File: src/rtl/sha1sh_pkg.sv
package sha1sh_pkg;

   localparam int BlockWords = 16;
   localparam int ChainWords = 5;
   localparam int QueueDepth = 2;
   localparam int QueuePtrW  = (QueueDepth > 1) ? $clog2(QueueDepth) : 1;
   localparam int QueueCntW  = $clog2(QueueDepth + 1);

   localparam logic [6:0] Rounds     = 7'd80;
   localparam logic [5:0] LastByte   = 6'd63;
   localparam logic [5:0] LenPosMax  = 6'd55;
   localparam logic [7:0] PadMarker  = 8'h80;
   localparam logic [63:0] ByteBits  = 64'd8;

   localparam logic [31:0] KeyRound0 = 32'h5A827999;
   localparam logic [31:0] KeyRound1 = 32'h6ED9EBA1;
   localparam logic [31:0] KeyRound2 = 32'h8F1BBCDC;
   localparam logic [31:0] KeyRound3 = 32'hCA62C1D6;

   typedef logic [BlockWords-1:0][31:0] sha1sh_block_type;
   typedef logic [ChainWords-1:0][31:0] sha1sh_chain_type;

   localparam sha1sh_chain_type InitChain = {
      32'hC3D2E1F0, 32'h10325476, 32'h98BADCFE, 32'hEFCDAB89, 32'h67452301
   };

   typedef struct packed {
      sha1sh_block_type words;
      logic             last_blk;
   } sha1sh_job_type;

   typedef struct packed {
      logic idle;
      logic pad_pending;
   } sha1sh_front_stat_type;

   typedef struct packed {
      logic       busy;
      logic [6:0] round;
   } sha1sh_back_stat_type;

   function automatic logic [31:0] rotl1(input logic [31:0] v);
      return {v[30:0], v[31]};
   endfunction

   function automatic logic [31:0] rotl5(input logic [31:0] v);
      return {v[26:0], v[31:27]};
   endfunction

   function automatic logic [31:0] rotl30(input logic [31:0] v);
      return {v[1:0], v[31:2]};
   endfunction

   function automatic logic [31:0] round_fn(input logic [6:0] r, input logic [31:0] b,
                                            input logic [31:0] c, input logic [31:0] d);
      logic [31:0] f;
      if (r < 7'd20) begin
         f = (b & c) | (~b & d);
      end else if (r < 7'd40) begin
         f = b ^ c ^ d;
      end else if (r < 7'd60) begin
         f = (b & c) | (b & d) | (c & d);
      end else begin
         f = b ^ c ^ d;
      end
      return f;
   endfunction

   function automatic logic [31:0] round_key(input logic [6:0] r);
      logic [31:0] k;
      if (r < 7'd20) begin
         k = KeyRound0;
      end else if (r < 7'd40) begin
         k = KeyRound1;
      end else if (r < 7'd60) begin
         k = KeyRound2;
      end else begin
         k = KeyRound3;
      end
      return k;
   endfunction

   // keep bytes below fill, optional mark at fill, zero the rest, optional length tail
   function automatic sha1sh_block_type pad_block(input sha1sh_block_type words,
                                                  input logic [5:0] fill,
                                                  input logic marker,
                                                  input logic with_len,
                                                  input logic [63:0] len);
      sha1sh_block_type blk;
      logic [5:0]       p;
      for (int w = 0; w < BlockWords; w++) begin
         for (int j = 0; j < 4; j++) begin
            p = 6'(4 * w + j);
            if (p < fill) begin
               blk[w][8*(3-j) +: 8] = words[w][8*(3-j) +: 8];
            end else if (p == fill && marker) begin
               blk[w][8*(3-j) +: 8] = PadMarker;
            end else begin
               blk[w][8*(3-j) +: 8] = 8'h00;
            end
         end
      end
      if (with_len) begin
         blk[BlockWords-2] = len[63:32];
         blk[BlockWords-1] = len[31:0];
      end
      return blk;
   endfunction

endpackage

File: src/rtl/sha1sh_req_if.sv
interface sha1sh_req_if;
   logic       valid;
   logic       ready;
   logic [7:0] data_byte;
   logic       has_byte;
   logic       is_last;

   modport source (output valid, data_byte, has_byte, is_last, input ready);
   modport sink (input valid, data_byte, has_byte, is_last, output ready);
endinterface

File: src/rtl/sha1sh_rsp_if.sv
interface sha1sh_rsp_if;
   logic        valid;
   logic        ready;
   logic [31:0] digest_word_0;
   logic [31:0] digest_word_1;
   logic [31:0] digest_word_2;
   logic [31:0] digest_word_3;
   logic [31:0] digest_word_4;

   modport source (output valid, digest_word_0, digest_word_1, digest_word_2,
                   digest_word_3, digest_word_4, input ready);
   modport sink (input valid, digest_word_0, digest_word_1, digest_word_2,
                 digest_word_3, digest_word_4, output ready);
endinterface

File: src/rtl/sha1_stream_hasher_unit.sv
// Bytes enter at one word per cycle while the front end is idle; a word that fills a block
// or ends the message holds off input until its blocks are handed to the two-deep block queue.
// Each compression loads a block, runs 80 rounds, then adds the result into the chain.
// The digest appears in the cycle after the last block's chain add; that chain add waits
// while an earlier digest is still pending.
// Synchronous reset restores the initial chain, empties the queue and drops any digest.
module sha1_stream_hasher_unit import sha1sh_pkg::*; (
   input logic          clock,
   input logic          reset,
   sha1sh_req_if.sink   req_if,
   sha1sh_rsp_if.source rsp_if
);

   sha1sh_job_type        push_data, pop_data;
   logic                  push_valid, push_ready, pop_valid, pop_ready;
   sha1sh_front_stat_type front_stat;
   sha1sh_back_stat_type  back_stat;

   sha1sh_front u_front (
      .clock     (clock),
      .reset     (reset),
      .req_if    (req_if),
      .job_data  (push_data),
      .job_valid (push_valid),
      .job_ready (push_ready),
      .stat      (front_stat)
   );

   sha1sh_queue u_queue (
      .clock      (clock),
      .reset      (reset),
      .push_valid (push_valid),
      .push_data  (push_data),
      .push_ready (push_ready),
      .pop_valid  (pop_valid),
      .pop_data   (pop_data),
      .pop_ready  (pop_ready)
   );

   sha1sh_back u_back (
      .clock     (clock),
      .reset     (reset),
      .job_valid (pop_valid),
      .job_data  (pop_data),
      .job_ready (pop_ready),
      .rsp_if    (rsp_if),
      .stat      (back_stat)
   );

   a_reset_clears: assert property (@(posedge clock)
      reset |=> !rsp_if.valid && front_stat.idle && !back_stat.busy)
      else $error("state not cleared by reset");

   a_pop_starts: assert property (@(posedge clock) disable iff (reset)
      (pop_valid && pop_ready) |=> back_stat.busy && back_stat.round == 7'd0)
      else $error("block taken without starting compression");

   a_round_bound: assert property (@(posedge clock) disable iff (reset)
      back_stat.round <= Rounds)
      else $error("round count past limit");

   a_digest_source: assert property (@(posedge clock) disable iff (reset)
      $rose(rsp_if.valid) |-> $past(back_stat.busy))
      else $error("digest raised without a finishing compression");

   a_pad_holds_input: assert property (@(posedge clock) disable iff (reset)
      front_stat.pad_pending |-> !req_if.ready)
      else $error("word accepted while padding");

endmodule

File: src/rtl/sha1sh_front.sv
module sha1sh_front import sha1sh_pkg::*; (
   input  logic                  clock,
   input  logic                  reset,
   sha1sh_req_if.sink            req_if,
   output sha1sh_job_type        job_data,
   output logic                  job_valid,
   input  logic                  job_ready,
   output sha1sh_front_stat_type stat
);

   localparam logic [1:0] FrIdle = 2'd0;
   localparam logic [1:0] FrFull = 2'd1;
   localparam logic [1:0] FrPad  = 2'd2;
   localparam logic [1:0] FrPad2 = 2'd3;

   logic [1:0]       state_ff, state_in;
   logic [5:0]       fill_ff, fill_in;
   logic [63:0]      len_ff, len_in;
   logic             last_ff, last_in;
   sha1sh_block_type words_ff;
   logic             accept;
   logic [4:0]       lane_lo;

   assign req_if.ready = (state_ff == FrIdle);
   assign accept       = req_if.valid && req_if.ready;
   assign lane_lo      = {~fill_ff[1:0], 3'b000};

   always_comb begin
      state_in  = state_ff;
      fill_in   = fill_ff;
      len_in    = len_ff;
      last_in   = last_ff;
      job_valid = 1'b0;
      job_data  = '{words: words_ff, last_blk: 1'b0};
      unique case (state_ff)
         FrIdle: begin
            if (accept) begin
               last_in = req_if.is_last;
               if (req_if.has_byte) begin
                  fill_in = fill_ff + 6'd1;
                  len_in  = len_ff + ByteBits;
               end
               if (req_if.has_byte && fill_ff == LastByte) begin
                  state_in = FrFull;
               end else if (req_if.is_last) begin
                  state_in = FrPad;
               end
            end
         end
         FrFull: begin
            job_valid = 1'b1;
            if (job_ready) begin
               state_in = last_ff ? FrPad : FrIdle;
            end
         end
         FrPad: begin
            job_valid = 1'b1;
            if (fill_ff > LenPosMax) begin
               job_data = '{words: pad_block(words_ff, fill_ff, 1'b1, 1'b0, len_ff),
                            last_blk: 1'b0};
               if (job_ready) begin
                  state_in = FrPad2;
               end
            end else begin
               job_data = '{words: pad_block(words_ff, fill_ff, 1'b1, 1'b1, len_ff),
                            last_blk: 1'b1};
               if (job_ready) begin
                  state_in = FrIdle;
                  fill_in  = '0;
                  len_in   = '0;
               end
            end
         end
         FrPad2: begin
            job_valid = 1'b1;
            job_data  = '{words: pad_block(words_ff, 6'd0, 1'b0, 1'b1, len_ff),
                          last_blk: 1'b1};
            if (job_ready) begin
               state_in = FrIdle;
               fill_in  = '0;
               len_in   = '0;
            end
         end
         default: begin
            state_in = FrIdle;
         end
      endcase
   end

   always_ff @(posedge clock) begin
      if (reset) begin
         state_ff <= FrIdle;
         fill_ff  <= '0;
         len_ff   <= '0;
         last_ff  <= 1'b0;
      end else begin
         state_ff <= state_in;
         fill_ff  <= fill_in;
         len_ff   <= len_in;
         last_ff  <= last_in;
      end
   end

   always_ff @(posedge clock) begin
      if (accept && req_if.has_byte) begin
         words_ff[fill_ff[5:2]][lane_lo +: 8] <= req_if.data_byte;
      end
   end

   assign stat.idle        = (state_ff == FrIdle);
   assign stat.pad_pending = (state_ff == FrPad) || (state_ff == FrPad2);

endmodule

File: src/rtl/sha1sh_queue.sv
module sha1sh_queue import sha1sh_pkg::*; (
   input  logic           clock,
   input  logic           reset,
   input  logic           push_valid,
   input  sha1sh_job_type push_data,
   output logic           push_ready,
   output logic           pop_valid,
   output sha1sh_job_type pop_data,
   input  logic           pop_ready
);

   sha1sh_job_type         mem_ff [QueueDepth];
   logic [QueuePtrW-1:0]   wr_ptr_ff, rd_ptr_ff;
   logic [QueueCntW-1:0]   count_ff;
   logic                   do_push, do_pop;

   assign push_ready = (count_ff != QueueCntW'(QueueDepth));
   assign pop_valid  = (count_ff != '0);
   assign pop_data   = mem_ff[rd_ptr_ff];
   assign do_push    = push_valid && push_ready;
   assign do_pop     = pop_valid && pop_ready;

   function automatic logic [QueuePtrW-1:0] next_ptr(input logic [QueuePtrW-1:0] p);
      return (p == QueuePtrW'(QueueDepth - 1)) ? '0 : p + QueuePtrW'(1);
   endfunction

   always_ff @(posedge clock) begin
      if (reset) begin
         wr_ptr_ff <= '0;
         rd_ptr_ff <= '0;
         count_ff  <= '0;
      end else begin
         if (do_push) begin
            wr_ptr_ff <= next_ptr(wr_ptr_ff);
         end
         if (do_pop) begin
            rd_ptr_ff <= next_ptr(rd_ptr_ff);
         end
         if (do_push && !do_pop) begin
            count_ff <= count_ff + QueueCntW'(1);
         end else if (do_pop && !do_push) begin
            count_ff <= count_ff - QueueCntW'(1);
         end
      end
   end

   always_ff @(posedge clock) begin
      if (do_push) begin
         mem_ff[wr_ptr_ff] <= push_data;
      end
   end

endmodule

File: src/rtl/sha1sh_back.sv
module sha1sh_back import sha1sh_pkg::*; (
   input  logic                 clock,
   input  logic                 reset,
   input  logic                 job_valid,
   input  sha1sh_job_type       job_data,
   output logic                 job_ready,
   sha1sh_rsp_if.source         rsp_if,
   output sha1sh_back_stat_type stat
);

   localparam logic [1:0] BkIdle = 2'd0;
   localparam logic [1:0] BkRun  = 2'd1;
   localparam logic [1:0] BkAdd  = 2'd2;

   logic [1:0]       state_ff, state_in;
   logic [6:0]       round_ff, round_in;
   sha1sh_chain_type work_ff, work_in;
   sha1sh_chain_type chain_ff, chain_in;
   sha1sh_chain_type digest_ff, digest_in;
   sha1sh_chain_type sum;
   sha1sh_block_type win_ff, win_in;
   logic             last_ff, last_in;
   logic             rsp_valid_ff, rsp_valid_in;
   logic [31:0]      temp;

   assign job_ready = (state_ff == BkIdle);

   always_comb begin
      for (int i = 0; i < ChainWords; i++) begin
         sum[i] = chain_ff[i] + work_ff[i];
      end
   end

   assign temp = rotl5(work_ff[0]) + round_fn(round_ff, work_ff[1], work_ff[2], work_ff[3])
               + work_ff[4] + round_key(round_ff) + win_ff[0];

   always_comb begin
      state_in     = state_ff;
      round_in     = round_ff;
      work_in      = work_ff;
      chain_in     = chain_ff;
      digest_in    = digest_ff;
      win_in       = win_ff;
      last_in      = last_ff;
      rsp_valid_in = rsp_valid_ff && !rsp_if.ready;
      unique case (state_ff)
         BkIdle: begin
            if (job_valid) begin
               win_in   = job_data.words;
               last_in  = job_data.last_blk;
               work_in  = chain_ff;
               round_in = '0;
               state_in = BkRun;
            end
         end
         BkRun: begin
            work_in[0] = temp;
            work_in[1] = work_ff[0];
            work_in[2] = rotl30(work_ff[1]);
            work_in[3] = work_ff[2];
            work_in[4] = work_ff[3];
            for (int i = 0; i < BlockWords - 1; i++) begin
               win_in[i] = win_ff[i+1];
            end
            win_in[BlockWords-1] = rotl1(win_ff[13] ^ win_ff[8] ^ win_ff[2] ^ win_ff[0]);
            round_in = round_ff + 7'd1;
            if (round_ff == Rounds - 7'd1) begin
               state_in = BkAdd;
            end
         end
         BkAdd: begin
            if (!last_ff) begin
               chain_in = sum;
               state_in = BkIdle;
            end else if (!rsp_valid_ff || rsp_if.ready) begin
               digest_in    = sum;
               rsp_valid_in = 1'b1;
               chain_in     = InitChain;
               state_in     = BkIdle;
            end
         end
         default: begin
            state_in = BkIdle;
         end
      endcase
   end

   always_ff @(posedge clock) begin
      if (reset) begin
         state_ff     <= BkIdle;
         round_ff     <= '0;
         chain_ff     <= InitChain;
         rsp_valid_ff <= 1'b0;
      end else begin
         state_ff     <= state_in;
         round_ff     <= round_in;
         chain_ff     <= chain_in;
         rsp_valid_ff <= rsp_valid_in;
      end
   end

   always_ff @(posedge clock) begin
      work_ff   <= work_in;
      win_ff    <= win_in;
      last_ff   <= last_in;
      digest_ff <= digest_in;
   end

   assign rsp_if.valid         = rsp_valid_ff;
   assign rsp_if.digest_word_0 = digest_ff[0];
   assign rsp_if.digest_word_1 = digest_ff[1];
   assign rsp_if.digest_word_2 = digest_ff[2];
   assign rsp_if.digest_word_3 = digest_ff[3];
   assign rsp_if.digest_word_4 = digest_ff[4];

   assign stat.busy  = (state_ff != BkIdle);
   assign stat.round = round_ff;

endmodule

File: src/flat_wrapper.sv
// flat-port wrapper written by rule: the top's interface ports become plain ports
module sha1_stream_hasher_unit_flat import sha1sh_pkg::*;
  (clock, reset, req_if_valid, req_if_data_byte, req_if_has_byte, req_if_is_last, req_if_ready, rsp_if_valid, rsp_if_digest_word_0, rsp_if_digest_word_1, rsp_if_digest_word_2, rsp_if_digest_word_3, rsp_if_digest_word_4, rsp_if_ready);
  sha1sh_req_if req_if_i ();
  sha1sh_rsp_if rsp_if_i ();
  input logic clock;
  input logic reset;
  input wire logic [$bits(req_if_i.valid)-1:0] req_if_valid;
  input wire logic [$bits(req_if_i.data_byte)-1:0] req_if_data_byte;
  input wire logic [$bits(req_if_i.has_byte)-1:0] req_if_has_byte;
  input wire logic [$bits(req_if_i.is_last)-1:0] req_if_is_last;
  output wire logic [$bits(req_if_i.ready)-1:0] req_if_ready;
  output wire logic [$bits(rsp_if_i.valid)-1:0] rsp_if_valid;
  output wire logic [$bits(rsp_if_i.digest_word_0)-1:0] rsp_if_digest_word_0;
  output wire logic [$bits(rsp_if_i.digest_word_1)-1:0] rsp_if_digest_word_1;
  output wire logic [$bits(rsp_if_i.digest_word_2)-1:0] rsp_if_digest_word_2;
  output wire logic [$bits(rsp_if_i.digest_word_3)-1:0] rsp_if_digest_word_3;
  output wire logic [$bits(rsp_if_i.digest_word_4)-1:0] rsp_if_digest_word_4;
  input wire logic [$bits(rsp_if_i.ready)-1:0] rsp_if_ready;
  assign req_if_i.valid = req_if_valid;
  assign req_if_i.data_byte = req_if_data_byte;
  assign req_if_i.has_byte = req_if_has_byte;
  assign req_if_i.is_last = req_if_is_last;
  assign req_if_ready = req_if_i.ready;
  assign rsp_if_valid = rsp_if_i.valid;
  assign rsp_if_digest_word_0 = rsp_if_i.digest_word_0;
  assign rsp_if_digest_word_1 = rsp_if_i.digest_word_1;
  assign rsp_if_digest_word_2 = rsp_if_i.digest_word_2;
  assign rsp_if_digest_word_3 = rsp_if_i.digest_word_3;
  assign rsp_if_digest_word_4 = rsp_if_i.digest_word_4;
  assign rsp_if_i.ready = rsp_if_ready;
  sha1_stream_hasher_unit u_core (.clock(clock), .reset(reset), .req_if(req_if_i), .rsp_if(rsp_if_i));
endmodule
File: config.mk
export PLATFORM = sky130hd
export DESIGN_NAME = sha1_stream_hasher_unit_flat
export DESIGN_NICKNAME = d
export VERILOG_FILES = /design/src/rtl/sha1sh_pkg.sv /design/src/rtl/sha1sh_req_if.sv /design/src/rtl/sha1sh_rsp_if.sv /design/src/rtl/sha1_stream_hasher_unit.sv /design/src/rtl/sha1sh_front.sv /design/src/rtl/sha1sh_queue.sv /design/src/rtl/sha1sh_back.sv /design/src/flat_wrapper.sv
export SDC_FILE = /design/constraint.sdc
export NUM_CORES = 2
export LEC_CHECK = 0
export BUFFER_PORTS_ARGS = -buffer_cell sky130_fd_sc_hd__buf_2
export CORE_ASPECT_RATIO = 0.75
export CORE_MARGIN = 2
export CORE_UTILIZATION = 50
export DETAILED_ROUTE_END_ITERATION = 6
export PLACE_DENSITY_LB_ADDON = 0.25
export SLEW_MARGIN = 30
export SYNTH_ARGS = -nofsm -noshare
export SYNTH_HDL_FRONTEND = slang
export SYNTH_SLANG_ARGS = --single-unit
export TNS_END_PERCENT = 20
File: constraint.sdc
create_clock -name clock -period 47 [get_ports clock]
set_clock_uncertainty 0.2 [all_clocks]
set_input_delay 2.35 -clock clock [delete_from_list [all_inputs] [get_ports clock]]
set_output_delay 2.35 -clock clock [all_outputs]
set_load 0.005 [all_outputs]
# ---- Yosys cells after proc, flatten, opt, wreduce, memory -nomap -nowiden
# Memories as Yosys holds them, arrays and structs flattened. A register that Yosys moved wholly into a read port is not among the register bits.
# Index checks and enable logic that the tools add are counted.
dict set report totals {
  in_bits 14
  register_bits 1592
  ramBits 1026
  mem_count 1
}
# name words word_bits rd rd_clocked_by_memory_dff wr line
set mem_list {}
lappend mem_list {u_core.u_queue.mem_ff 2 513 1 1 1 sha1sh_queue.sv:12} ;# sha1sh_job_type mem_ff [QueueDepth];
dict set report classes {
  n_eq_ne 81
  n_shift 2
  mux 183
  reduce_logical 30
  add_sub_neg 17
  bitwise_logic 14
  order_cmp 70
}
# cell count
set ops {}
lappend ops {{one-hot mux 513 bit (2 select lines)} 1}
lappend ops {{two-way mux 8 bit} 128}
lappend ops {{one-hot mux 512 bit (2 select lines)} 1}
lappend ops {{two-way mux 513 bit} 1}
lappend ops {{bitwise mux 512 bit} 1}
lappend ops {{two-way mux 512 bit} 1}
lappend ops {{two-way mux 160 bit} 3}
lappend ops {{one-hot mux 160 bit (2 select lines)} 1}
lappend ops {{adder 32 bit} 9}
lappend ops {{two-way mux 64 bit} 4}
lappend ops {{equality test 6 bit (first input constant)} 32}
lappend ops {{less-than comparator 6 bit (first input constant)} 32}
lappend ops {{two-way mux 32 bit} 6}
lappend ops {{one-hot mux 64 bit (3 select lines)} 1}
lappend ops {{XOR 32 bit} 5}
lappend ops {{AND 32 bit} 4}
lappend ops {{demux 32 bit (select 4 bit)} 1}
lappend ops {{equality test 5 x 6 -> 1 bit (first input constant)} 16}
lappend ops {{less-than comparator 5 x 6 -> 1 bit (first input constant)} 16}
lappend ops {{bitwise OR 32 bit} 3}
lappend ops {{adder 64 x 4 -> 64 bit (second input constant)} 1}
lappend ops {{equality test 4 x 6 -> 1 bit (first input constant)} 8}
lappend ops {{less-than comparator 4 x 6 -> 1 bit (first input constant)} 8}
lappend ops {{NOT 32 bit} 1}
lappend ops {{48 further kinds} 113}

# ---- Longest topological paths before layout
dict set report depth {
  depth_word 11
  mapped_depth 24
}

# ---- Modules after synthesis
# From an unflattened synthesis, not the netlist that was laid out.
dict set report unflattened {
  cells_unflattened 8737
  area_unflattened_um2 114264.6
}
# mod area_per_inst_um2 cells_each seq_area_each_um2 n_inst
set by_module_without_submodules {}
lappend by_module_without_submodules {sha1sh_back 52280.1 5192 28417.3 1}
lappend by_module_without_submodules {sha1sh_queue 37425.9 1620 30909.6 1}
lappend by_module_without_submodules {sha1sh_front 24558.6 1925 16776.1 1}

# ---- Worst setup path before layout
# OpenSTA, ideal clock, no wires.
dict set report synth_path {
  kind {reg-to-reg}
  start {register u_core.u_front.state_ff[0]}
  end {memory u_core.u_queue.mem_ff[0][0] in the netlist's numbering (enable)}
  setup_ps 2019
  arrival_time_ps 35745
  slack_ps 9037
  synth_period_minus_slack_ps 37963
  required_ps 44781
  path_stages_with_launch 5
  n_path_buf 2
  path_cell_list {dfxtp_1 -> clkbuf_1 -> clkbuf_1 -> nor2_1 -> nor3_1}
}
dict set report synth_via {
  elab_chain_cells 6
  word_cells_on_any_way 8
  classes_between {3 x eq/ne; 3 x mux; 2 x reduce/logical}
}
# element line
set synth_lines {}
lappend synth_lines {{from (decl)} sha1sh_front.sv:16} ;# logic [1:0] state_ff, state_in;
lappend synth_lines {{from (signal assigned)} sha1sh_front.sv:92} ;# state_ff <= FrIdle;
lappend synth_lines {{from (signal assigned)} sha1sh_front.sv:97} ;# state_ff <= state_in;
lappend synth_lines {{equality test 2 bit / equality test 2 x 1 -> 1 bit (equally long branches)} sha1sh_front.sv:35} ;# unique case (state_ff)
lappend synth_lines {{OR reduction 3 bit (no source line) *} n/a}
lappend synth_lines {{two-way mux 1 bit *} sha1sh_front.sv:35}
lappend synth_lines {{logical AND 1 bit *} sha1sh_queue.sv:20} ;# assign do_push = push_valid && push_ready;
lappend synth_lines {{two-way mux 1 bit *} sha1sh_queue.sv:48} ;# if (do_push) begin
lappend synth_lines {{two-way mux 1 bit (not written as such) *} sha1sh_queue.sv:49} ;# mem_ff[wr_ptr_ff] <= push_data;
lappend synth_lines {{to (decl)} sha1sh_queue.sv:12}
# Every way passes the cells marked *; elsewhere a longest branch is shown, timed or not.

==> results.md <==
* Ys Warns at 0
* Mean Syn Cell Area at 13.7 sq um
* Area Growth Syn to Fin at 11.5%
* Critical path startpoint category: register
* PortBufs at 175
* Most common cell after layout, fill and taps aside: edfxtp_1
* Syn_nets at 8,434
* Pre-Repair DR Iteration Count at 6
* Most frequent cells in the layout: edfxtp_1 (2,371), nand2_1 (1,086), o21ai_0 (711)
* Tmin final at 7.01 ns
* Max Fanout on Critical Path at 23
* Ys flop type: edfxtp_1
* Most used cell along the critical path: fa_1
* Post-CTS setup buffers at 0
* Initial Util at 50.4%
* Synth Cell Area at 0.111 sq mm
* Worst reg2reg path depth at 22
* Vias post-DR at 67,700
* Status: complete, no violations
* CP arrival at 7.44 ns
* Num CTS Buffers at 246
* Critical path capture point type: register
* CP bufs+invs at 4
* Slowest CP cell: fa_1
* Via/cell ratio at 5.90
* I/O Pins at 176
* Tcrit/Tclk final at 14.9%
* Syn Inst Count at 8,094
* Clock tree buffer depth at 4
* Largest net degree at the start of global routing at 237
* Die area at 0.226 sq mm
* Crit Path Class: register to register
* CTS tree: done
* Max Clock Freq at 0.143 GHz
* Grt met2 use at 36.5%
* Post-synthesis sequential area ratio at 68.5%
* Antenna violation net count after detailed routing at 0
* Placed Instances at 11,000
* CP Cell Sequence: a41oi_1 -> inv_1 -> nor2_2 -> buf_4 -> nor2_1 -> buf_4 -> a221oi_1 -> fa_1 -> inv_1 -> fa_1 -> ha_1 -> fa_1 -> a21o_1 -> a21oi_1 -> o21ai_0 -> a41oi_1 -> o311a_1 -> nor3_1 -> or3_1 -> a31oi_1 -> xnor2_1 -> o21ai_0
* # Max-Cap Violations at 0
* Share of layout cells above drive strength 1 at 9.02%
* Met1 usage at 42.2%
* H-Tree Depth at 4
* Lkg Pwr at 43.1 nW
* Relative slew slack at 27.3%
* Layout net count at 8,659
* Max Transition Viols Final at 0
* Cell variety after synth at 88
* WL/cell at 26.8 um
* Pwr per Cell Area at 73.2 mW/mm^2
* Setup violations, final at 0
* Post-synth EDFFs at 2,371
* Worst path max stage delay at 0.50 ns
* Root cell of the clock tree: clkbuf_16
* Global route total overflow at 0
* Post-CTS sizing at 0
* Initial antenna violation count at 16
* Row cnt at 149
* WP data required at 47.43 ns
* Top Usage Layer GRT: met1
* Post-synth ARST share at 0%
* First-pass GRT wire length at 443 mm
* Clk slew on worst S/H paths at 0.07 ns
* RD Place Congestion at 0.938
* RSZ-0062 raised after global routing: no
* Worst-Margin Slew at 1.09 ns
* Vias in the first global route at 64,400
* DRT iter0 DRCs at 8,596
* Dpl hpwl at 205 mm
* Sink Count at 2,616
* TNS Setup at 0 ns
* GR Util met3 at 7.14%
* Die Span Y at 412 um
* Number of synthesized register bits at 2,616
* Skew-Pair Late Insertion Delay at 0.90 ns
* WL final at 308 mm
* Reg2reg setup slack at 39.99 ns
* Core Region at 0.220 sq mm
* CP top delay family: compound AO/OA/AOI/OAI gates
* Hold wc startpoint: u_core.u_front.last_ff
* Fillers at 17,700
* Cell Count, Final, Fillers Out at 11,500
* Peak supply drop at 0.108 mV
* Final Hold Fails at 0
* Tot Pwr at 9.07 mW
* Reg-to-reg endpoint: u_core.u_back.work_ff[31]
* Worst r2r src: u_core.u_back.round_ff[4]
* Hold Path Depth at 2
* Worst hold path type: register to register
* Hold_buf cts at 0
* Min-Delay Endpoint: u_core.u_front.last_ff
* GRT Overall Usage at 26.7%
* Die Wd at 548 um
* DRC errors left at 0
routing by layer:
layer,wire [um],vias to the layer above
met1,142000,34100
met2,125000,3068
li1,-,30100
met4,7160,4
met3,33300,460
met5,93,-
report_power, final:
| group | internal (mW) | switching, mW |
|---|---|---|
| registers | 3.16 | 0.317 |
| logic | 1.26 | 2.32 |
| clock network | 1.13 | 0.879 |
logic make-up (layout without fill, tap and decap cells):
group                    after synthesis  after routing  share of synthesized area, %
AND/OR/NAND/NOR                     2220           2220                          9.18
buffers and inverters                576           1006                          1.96
other                                  0              8                             0
AO/OA/AOI/OAI                       1475           1475                          8.27
multiplexers                         550            550                          4.97
adder cells (fa/ha/maj)              326            326                          4.52
flip-flops                          2616           2616                          68.5
XOR/XNOR                             331            331                          2.61
cell type report:
type | count | area [sq um] | area share (%)
diodes | 8 | 20.0 | 0.0162
clock buffers | 295 | 6440 | 5.20
clock inverters | 158 | 1560 | 1.26
inverters | 246 | 936 | 0.755
multi-input cells | 4902 | 33000 | 26.6
flip-flops and latches | 2616 | 76100 | 61.4
well taps | 2944 | 3680 | 2.97
repair buffers | 307 | 2160 | 1.75
worst max path at each step:
stage	to	slack, ns	depth (start not counted)	start
2_1_floorplan	u_core.u_queue.mem_ff[0][0]	9.04	4	u_core.u_front.state_ff[0]
6_report	u_core.u_back.work_ff[31]	39.99	22	u_core.u_back.round_ff[4]
3_3_place_gp	u_core.u_back.work_ff[31]	39.84	22	u_core.u_back.round_ff[4]
4_1_cts	u_core.u_back.work_ff[31]	39.94	22	u_core.u_back.round_ff[4]
5_1_grt	u_core.u_back.work_ff[31]	39.55	22	u_core.u_back.round_ff[4]
3_5_place_dp	u_core.u_back.work_ff[31]	39.94	22	u_core.u_back.round_ff[4]
synthesized netlist by cell type, types with 12 or more instances:
| cell | number | area [sq um] |
|---|---|---|
| a221o_1 | 90 | 901 |
| nand2b_1 | 29 | 181 |
| a31oi_1 | 18 | 113 |
| o21ai_0 | 723 | 3620 |
| o31ai_1 | 14 | 105 |
| nand2_1 | 1090 | 4090 |
| buf_1 | 23 | 86.3 |
| xor2_1 | 135 | 1180 |
| a21o_1 | 96 | 721 |
| or3_1 | 22 | 138 |
| a32o_1 | 13 | 130 |
| inv_1 | 243 | 912 |
| nand4_1 | 22 | 138 |
| o21bai_1 | 28 | 210 |
| nor2b_1 | 58 | 363 |
| nor3_1 | 47 | 235 |
| o21a_1 | 30 | 225 |
| and3_1 | 25 | 156 |
| a211oi_1 | 16 | 120 |
| a21oi_1 | 194 | 971 |
| nand3_1 | 73 | 365 |
| a22o_1 | 69 | 604 |
| o22ai_1 | 12 | 75.1 |
| and2_1 | 412 | 2580 |
| dfxtp_1 | 245 | 4900 |
| clkbuf_1 | 302 | 1130 |
| mux2i_1 | 539 | 5400 |
| ha_1 | 201 | 2510 |
| xnor2_1 | 196 | 1720 |
| a22oi_1 | 55 | 413 |
| fa_1 | 125 | 2500 |
| nor2_1 | 381 | 1430 |
| edfxtp_1 | 2371 | 71200 |
tightest hold or removal path, stage by stage, from the launching register on:
cell	delay [ns]
dfxtp_1	0.31
nand2_1	0.06
a21oi_1	0.06
sequential cells by signal, indices dropped and copies added, names as in the netlist, 6 cells and up, named ones only:
register / flops
u_core.u_back.rsp_if.digest_word_3: 32
u_core.u_front.fill_ff: 6
u_core.u_front.len_ff: 61
u_core.u_back.rsp_if.digest_word_2: 32
u_core.u_back.rsp_if.digest_word_0: 32
u_core.u_back.work_ff: 160
u_core.u_back.rsp_if.digest_word_1: 32
u_core.u_back.round_ff: 7
u_core.u_queue.mem_ff: 1026
u_core.u_front.words_ff: 512
u_core.u_back.chain_ff: 160
u_core.u_back.win_ff: 512
u_core.u_back.rsp_if.digest_word_4: 32
stage by stage:
stage	utilization [%]	setup WS [ns]	instance area, sq um	hold WS [ns]
final	56.2	39.99	124000	0.269
after global routing	56.2	39.55	124000	0.311
after floorplan	-	9.04	111000	0.237
after detailed placement	52.5	39.94	116000	0.259
after global placement	52.4	39.84	115000	0.245
after CTS	56.1	39.94	124000	0.269
Note: power is estimated with default switching activity, not from simulation.
